$ cat src/rtl/core/vtks_pkg.sv
// Package for the versioned top-k L2 search block.
// Holds shared types, codes and a helper function; no dependencies.
package vtks_pkg;

   localparam int MAX_DIM_DEFAULT     = 128;
   localparam int MAX_RECORDS_DEFAULT = 256;
   localparam int MAX_TOPK_DEFAULT    = 16;
   localparam int RESULT_CAP          = 16;
   localparam int QUEUE_DEPTH         = 2;

   localparam logic [1:0] CMD_QUERY  = 2'd0;
   localparam logic [1:0] CMD_RECORD = 2'd1;
   localparam logic [1:0] CMD_FINISH = 2'd2;

   localparam logic [1:0] CSR_RESULT_LIMIT  = 2'd0;
   localparam logic [1:0] CSR_VECTOR_LENGTH = 2'd1;
   localparam logic [1:0] CSR_READ_SEQUENCE = 2'd2;

   localparam logic [1:0] FLAG_DELETED   = 2'b01;
   localparam logic [1:0] FLAG_LENGTH_OK = 2'b10;

   typedef enum logic [1:0] {
      KIND_QUERY,
      KIND_RECORD,
      KIND_FINISH
   } kind_type;

   typedef struct packed {
      kind_type           kind;
      logic [31:0]        node_key;
      logic [31:0]        version;
      logic               tombstone;
      logic signed [15:0] component;
      logic               end_of_vector;
   } item_type;

   typedef struct packed {
      logic [4:0]  result_limit;
      logic [7:0]  vector_length;
      logic [31:0] visible_seq;
   } cfg_type;

   typedef struct packed {
      logic [31:0] node;
      logic [31:0] version;
      logic [1:0]  flags;
      logic [47:0] distance;
   } entry_type;

   // Nearest first, lower node id wins a tie.
   function automatic logic entry_before(logic [47:0] da, logic [31:0] na,
                                         logic [47:0] db, logic [31:0] nb);
      logic r;
      if (da != db) begin
         r = (da < db);
      end else begin
         r = (na < nb);
      end
      return r;
   endfunction

endpackage

$ cat src/rtl/core/vtks_front.sv
// Front end: accepts request transactions, classifies the command and
// queues the item for the back end. Depends on vtks_pkg.
module vtks_front (
   input  logic               clock,
   input  logic               reset,
   input  logic               req_valid,
   output logic               req_ready,
   input  logic [1:0]         req_command,
   input  logic [31:0]        req_node_key,
   input  logic [31:0]        req_version,
   input  logic               req_tombstone,
   input  logic signed [15:0] req_component,
   input  logic               req_end_of_vector,
   output logic               q_valid,
   output vtks_pkg::item_type q_item,
   input  logic               q_pop
);
   import vtks_pkg::*;

   item_type   slot_ff [QUEUE_DEPTH];
   logic       wr_ptr_ff, wr_ptr_in;
   logic       rd_ptr_ff, rd_ptr_in;
   logic [1:0] count_ff, count_in;
   logic       push;
   logic       known;
   item_type   incoming;

   always_comb begin
      known = 1'b1;
      incoming.node_key      = req_node_key;
      incoming.version       = req_version;
      incoming.tombstone     = req_tombstone;
      incoming.component     = req_component;
      incoming.end_of_vector = req_end_of_vector;
      case (req_command)
         CMD_QUERY:  incoming.kind = KIND_QUERY;
         CMD_RECORD: incoming.kind = KIND_RECORD;
         CMD_FINISH: incoming.kind = KIND_FINISH;
         default: begin
            // drop the unused command at the door
            incoming.kind = KIND_QUERY;
            known = 1'b0;
         end
      endcase
   end

   assign req_ready = (count_ff != 2'(QUEUE_DEPTH));
   assign push      = req_valid && req_ready && known;
   assign q_valid   = (count_ff != 2'd0);
   assign q_item    = slot_ff[rd_ptr_ff];

   always_comb begin
      wr_ptr_in = push ? ~wr_ptr_ff : wr_ptr_ff;
      rd_ptr_in = q_pop ? ~rd_ptr_ff : rd_ptr_ff;
      count_in  = count_ff + 2'(push) - 2'(q_pop);
   end

   always_ff @(posedge clock) begin
      if (reset) begin
         wr_ptr_ff <= 1'b0;
         rd_ptr_ff <= 1'b0;
         count_ff  <= 2'd0;
      end else begin
         wr_ptr_ff <= wr_ptr_in;
         rd_ptr_ff <= rd_ptr_in;
         count_ff  <= count_in;
      end
      if (push) begin
         slot_ff[wr_ptr_ff] <= incoming;
      end
   end

   a_no_overflow: assert property (@(posedge clock) disable iff (reset)
      count_ff <= 2'(QUEUE_DEPTH))
      else $error("front queue overfilled");
   a_pop_nonempty: assert property (@(posedge clock) disable iff (reset)
      q_pop |-> q_valid)
      else $error("pop from empty front queue");
   a_count_tracks: assert property (@(posedge clock) disable iff (reset)
      (push && !q_pop) |=> (count_ff == $past(count_ff) + 2'd1))
      else $error("front queue count lost a push");
endmodule

$ cat config.mk
export PLATFORM = sky130hd
export DESIGN_NAME = vtks_front
export DESIGN_NICKNAME = d
export VERILOG_FILES = /design/src/rtl/core/vtks_pkg.sv /design/src/rtl/core/vtks_front.sv
export SDC_FILE = /design/constraint.sdc
export NUM_CORES = 1
export LEC_CHECK = 0
export ABC_AREA = 1
export ABC_CLOCK_PERIOD_IN_PS = 7600
export BUFFER_PORTS_ARGS = -buffer_cell sky130_fd_sc_hd__buf_2
export CAP_MARGIN = 20
export CORE_MARGIN = 4
export CORE_UTILIZATION = 29
export CTS_CLUSTER_SIZE = 12
export DETAILED_ROUTE_END_ITERATION = 12
export MAX_ROUTING_LAYER = met4
export PLACE_DENSITY = 0.57
export SYNTH_ARGS = -nofsm -noshare
export SYNTH_HDL_FRONTEND = slang
export SYNTH_SLANG_ARGS = --single-unit
$ cat constraint.sdc
create_clock -name clock -period 7.6 [get_ports clock]
set_input_delay 1.14 -clock clock [delete_from_list [all_inputs] [get_ports clock]]
set_output_delay 1.14 -clock clock [all_outputs]
set_load 0.02 [all_outputs]
---- Word-level counts from Yosys, hierarchy flattened ----
Memory sizes are Yosys's and may differ from the RTL's. A register that Yosys moved wholly into a read port is not among the register bits.
Index checks and enable logic that the tools add are counted.
storage, ports and cells
  register bits ........................... 4
  memory bits (writable) .................. 168
  input bits .............................. 88
  word-level logic and storage cells ...... 22
  memories kept ........................... 1
memory list
  memory   depth  bits a word  read ports  clocked after memory_dff  write ports  line              RTL
  slot_ff  2      84           1           1                         1            vtks_front.sv:20  item_type slot_ff [QUEUE_DEPTH];
cells by class
  add/subtract/negate cells ............... 2
  equal/unequal tests ..................... 3
  multiplexer cells ....................... 6
  bitwise gates (word level) .............. 2
  reduce and logical (&&, ||, !) cells .... 5
operators by type and width
  cell                                                  count
  two-way mux 1 bit                                     5
  one-hot mux 2 bit (2 select lines)                    1
  OR reduction 3 bit                                    1
  adder 2 x 1 -> 2 bit                                  1
  equality test 2 x 1 -> 1 bit (second input constant)  1
  equality test 2 bit (second input constant)           1
  logical AND 1 bit                                     2
  zero test 2 bit                                       1
  != test 2 bit (second input constant)                 1
  NOT 1 bit                                             2
  nonzero test 2 bit                                    1
  subtractor 2 x 1 -> 2 bit                             1

---- Logic depth before layout (Yosys ltp) ----
  word-level depth ........................ 6
  gate-level depth with buffers ........... 11
  mapped depth without buffers ............ 11

---- Worst setup path before layout ----
No wires, ideal clock.
  path kind ............................... input to register
  start ................................... input req_command[1]
  end ..................................... memory slot_ff[1][0] (netlist bit), enable pin
  arrival ................................. 4.947 ns
  setup slack ............................. 2.124 ns
  stages .................................. 3
  buffers on the path ..................... 0
  path through ............................ nand2_1 nand3_1 nor2_1
on the way
  word-level cells in the longest chain between the ends .. 6
ends and longest elaborated chain
  item                                               line              RTL
  start: declaration                                 vtks_front.sv:8   input logic [1:0] req_command,
  equality test 2 bit, or another cell as far along  vtks_front.sv:35  case (req_command)
  OR reduction 3 bit (no line) (*)                   -
  two-way mux 1 bit (*)                              vtks_front.sv:35
  logical AND 1 bit (*)                              vtks_front.sv:48  assign push = req_valid && req_ready && known;
  two-way mux 1 bit (*)                              vtks_front.sv:68  if (push) begin
  two-way mux 1 bit (implied by the code) (*)        vtks_front.sv:69  slot_ff[wr_ptr_ff] <= incoming;
  end: declaration                                   vtks_front.sv:20
Every way passes the cells marked *; elsewhere a longest branch is shown, timed or not.

==> results.md <==
* Fin. max-slew vios at 0
* Yosys top cell area share at 77.0%
* Gr usage total at 10.0%
* RD Place Congestion at between 0.6 and 0.7
* Slew at the pin with the worst max-slew slack at 0.839 ns
* Initial antenna violation count at 1
* Clock skew at 0.00669 ns
* Setup Buffers After CTS at 0
* Maximum clock rate at between 200 and 300 MHz
* Final net count at 574
* WL per Instance at 15.9 µm
* Hold Violations, Final at 0
* Sequential standard cell area at 5150 µm²
* Final wirelength at approximately 12,000 µm
* Pin count of the biggest net entering global routing at 50
* Filler instances at 2,043
* Die Ht at 158 µm
* Hold Buf Count CTS at 0
* TritonCTS Sinks at roughly 170
* Clk_lat worst skew at 0.41 ns
* Layout Cells excl Fill at 779
* Final Critical Period at about 3.8 ns
* Final setup viols at 0
* Hold Crit Class: reg -> reg
* RSZ-0062 raised after global routing: no
* Area of the multi-input gates at 1300 µm²
* Synthesized cell area at 6550 µm²
* Cell variety after synth at 14
* Mean post-synth cell area at 22.0 µm²
* Yosys warning count at 0
* Crit Path Class: reg -> out
* CP endpoint kind: output pin
* Share of layout cells above drive strength 1 at between 50% and 60%
* Critical path startpoint category: flop
* Final period utilization at between 40% and 50%
* Total gr overflow at 0
* CP arrival at between 2 and 3 ns
* Post-route antenna net violation count at 0
* Status: finished clean
* Maximum vdd drop at between 0.1 and 0.15 mV
* Core ar. at 22,000 µm²
* CP Data Required Time at 6.46 ns
* Die area at 25,000 µm²
* Async SR Flop Fraction at 0%
* Via total after detailed routing at 3,230
* Initial drt markers at about 110
* CP max FO at 49
* Reg clk slew, reported paths at around 0.06 ns
* Post-DP HPWL at slightly above 8000 µm
* Dpl ws at 3.77 ns
* Cell with the most instances after synthesis: edfxtp_1
* Gates resized, CTS repair at 0
* PwrDens at roughly 270 nW/µm²
* Top FF cell, synth: edfxtp_1
* Worst setup margin at 3.84 ns
* Max-cap viol count at 0
* Syn Inst Count at 297
* Synth-to-layout area growth at 26.7%
* Most area-hungry cell type in the Yosys netlist: edfxtp_1
* Sequential share of the synthesized area at 78.6%
* DRC viols at 0
* Root Driver: clkbuf_16
* Placed Instances at 744
* Starting Density at 29.7%
* Port Buffer Count at 173
* Syn nets at roughly 390
* TritonCTS buffer count at 17
* First-pass DRT Iterations at 4
* H-tree levels at 4
* Post-DR vias/cell at 4.15
* I/O pin count at 174
* Flops & latches, synth at between 150 and 200
* Post-synth EDFFs at 168
* Leak at 3.19 nW
* TritonCTS clock tree: done
* Final TNS setup at 0 ns
* Die Width at 158 µm
* Vias in the first global route at around 3,400
* Post-synth top cells: edfxtp_1, mux2_4, mux2_2
* First-pass GRT wire length at 18,000 µm
* Rows at 54
* Clk buf depth at 2
* Worst rel slew slack at approximately 44%
* Synth top area cells: edfxtp_1, mux2_4, mux2_2
## layer usage
layer	track usage (%)	share of wire, %
met1	11.4	42
met2	16.5	50
met3	3.56	7.2
met4	3.41	1.0
met5	-	0
## state kept, by name, indices dropped and copies added (netlist names), named ones only
signal     cells
count_ff       2
slot_ff      168
wr_ptr_ff      1
rd_ptr_ff      1
## critical path, cell delays in order (launching register included)
cell,delay [ns]
dfxtp_4,0.79
buf_4,0.79
mux2_2,0.42
buf_2,0.16
## cell usage in the layout (no fill, tap or decap), types with 2 or more instances in the layout
master and count:
buf_2 173, edfxtp_1 168, mux2_4 60, mux2_2 24, clkbuf_16 17, nand2_1 9
inv_1 8, nor2_1 5, clkinv_1 4, clkinvlp_4 4, dfxtp_1 4, clkbuf_1 3
buf_4 3, nand3_1 2, xnor2_1 2, nor2_4 2, buf_12 2
## worst paths after layout
| kind | end | startpoint | slack (ns) | cells past startpoint |
|---|---|---|---|---|
| max | q_item[83] | flop | 3.84 | 3 |
| max reg2reg | slot_ff[0][57] | count_ff[0] | 5.52 | 5 |
| min reg2reg | flop | rd_ptr_ff | 0.53 | 2 |
| min | flop | rd_ptr_ff | 0.53 | 2 |
## area by class of cell
| cell class | count | area share, % |
|---|---|---|
| inverter | 8 | 0.362 |
| clock inverter | 12 | 1.18 |
| antenna | 1 | 0.0302 |
| multi-input combinational | 107 | 15.7 |
| timing repair buffer | 178 | 11.2 |
| sequential | 173 | 62.1 |
| tap | 280 | 4.22 |
| clock buffer | 20 | 5.27 |
## report_power, final
group	switching (W)	total (W)	internal [W]
clock	0.000340	0.000787	0.000447
combinational	0.000178	0.000316	0.000138
sequential	0.0000248	0.00115	0.00112
## per-stage QoR
stage                     hold WS, ns  utilization, %  power [W]  instance area, µm²
final                           0.528            37.7    0.00225                8290
after global routing            0.556            37.7    0.00235                8290
after CTS                       0.531            37.5    0.00229                8250
after detailed placement        0.511            35.0    0.00149                7720
after global placement          0.503            35.0    0.00148                7720
after floorplan                 0.480               -    0.00138                6550
## kinds of logic after synthesis
kind of cell	synth area share, %
flops	78.6
mux	17.9
simple gates	1.18
buf+inv	1.82
xor+xnor	0.268
compound gates	0.0764
fa+ha+maj	0.191
(Power assumes the default switching activity.)
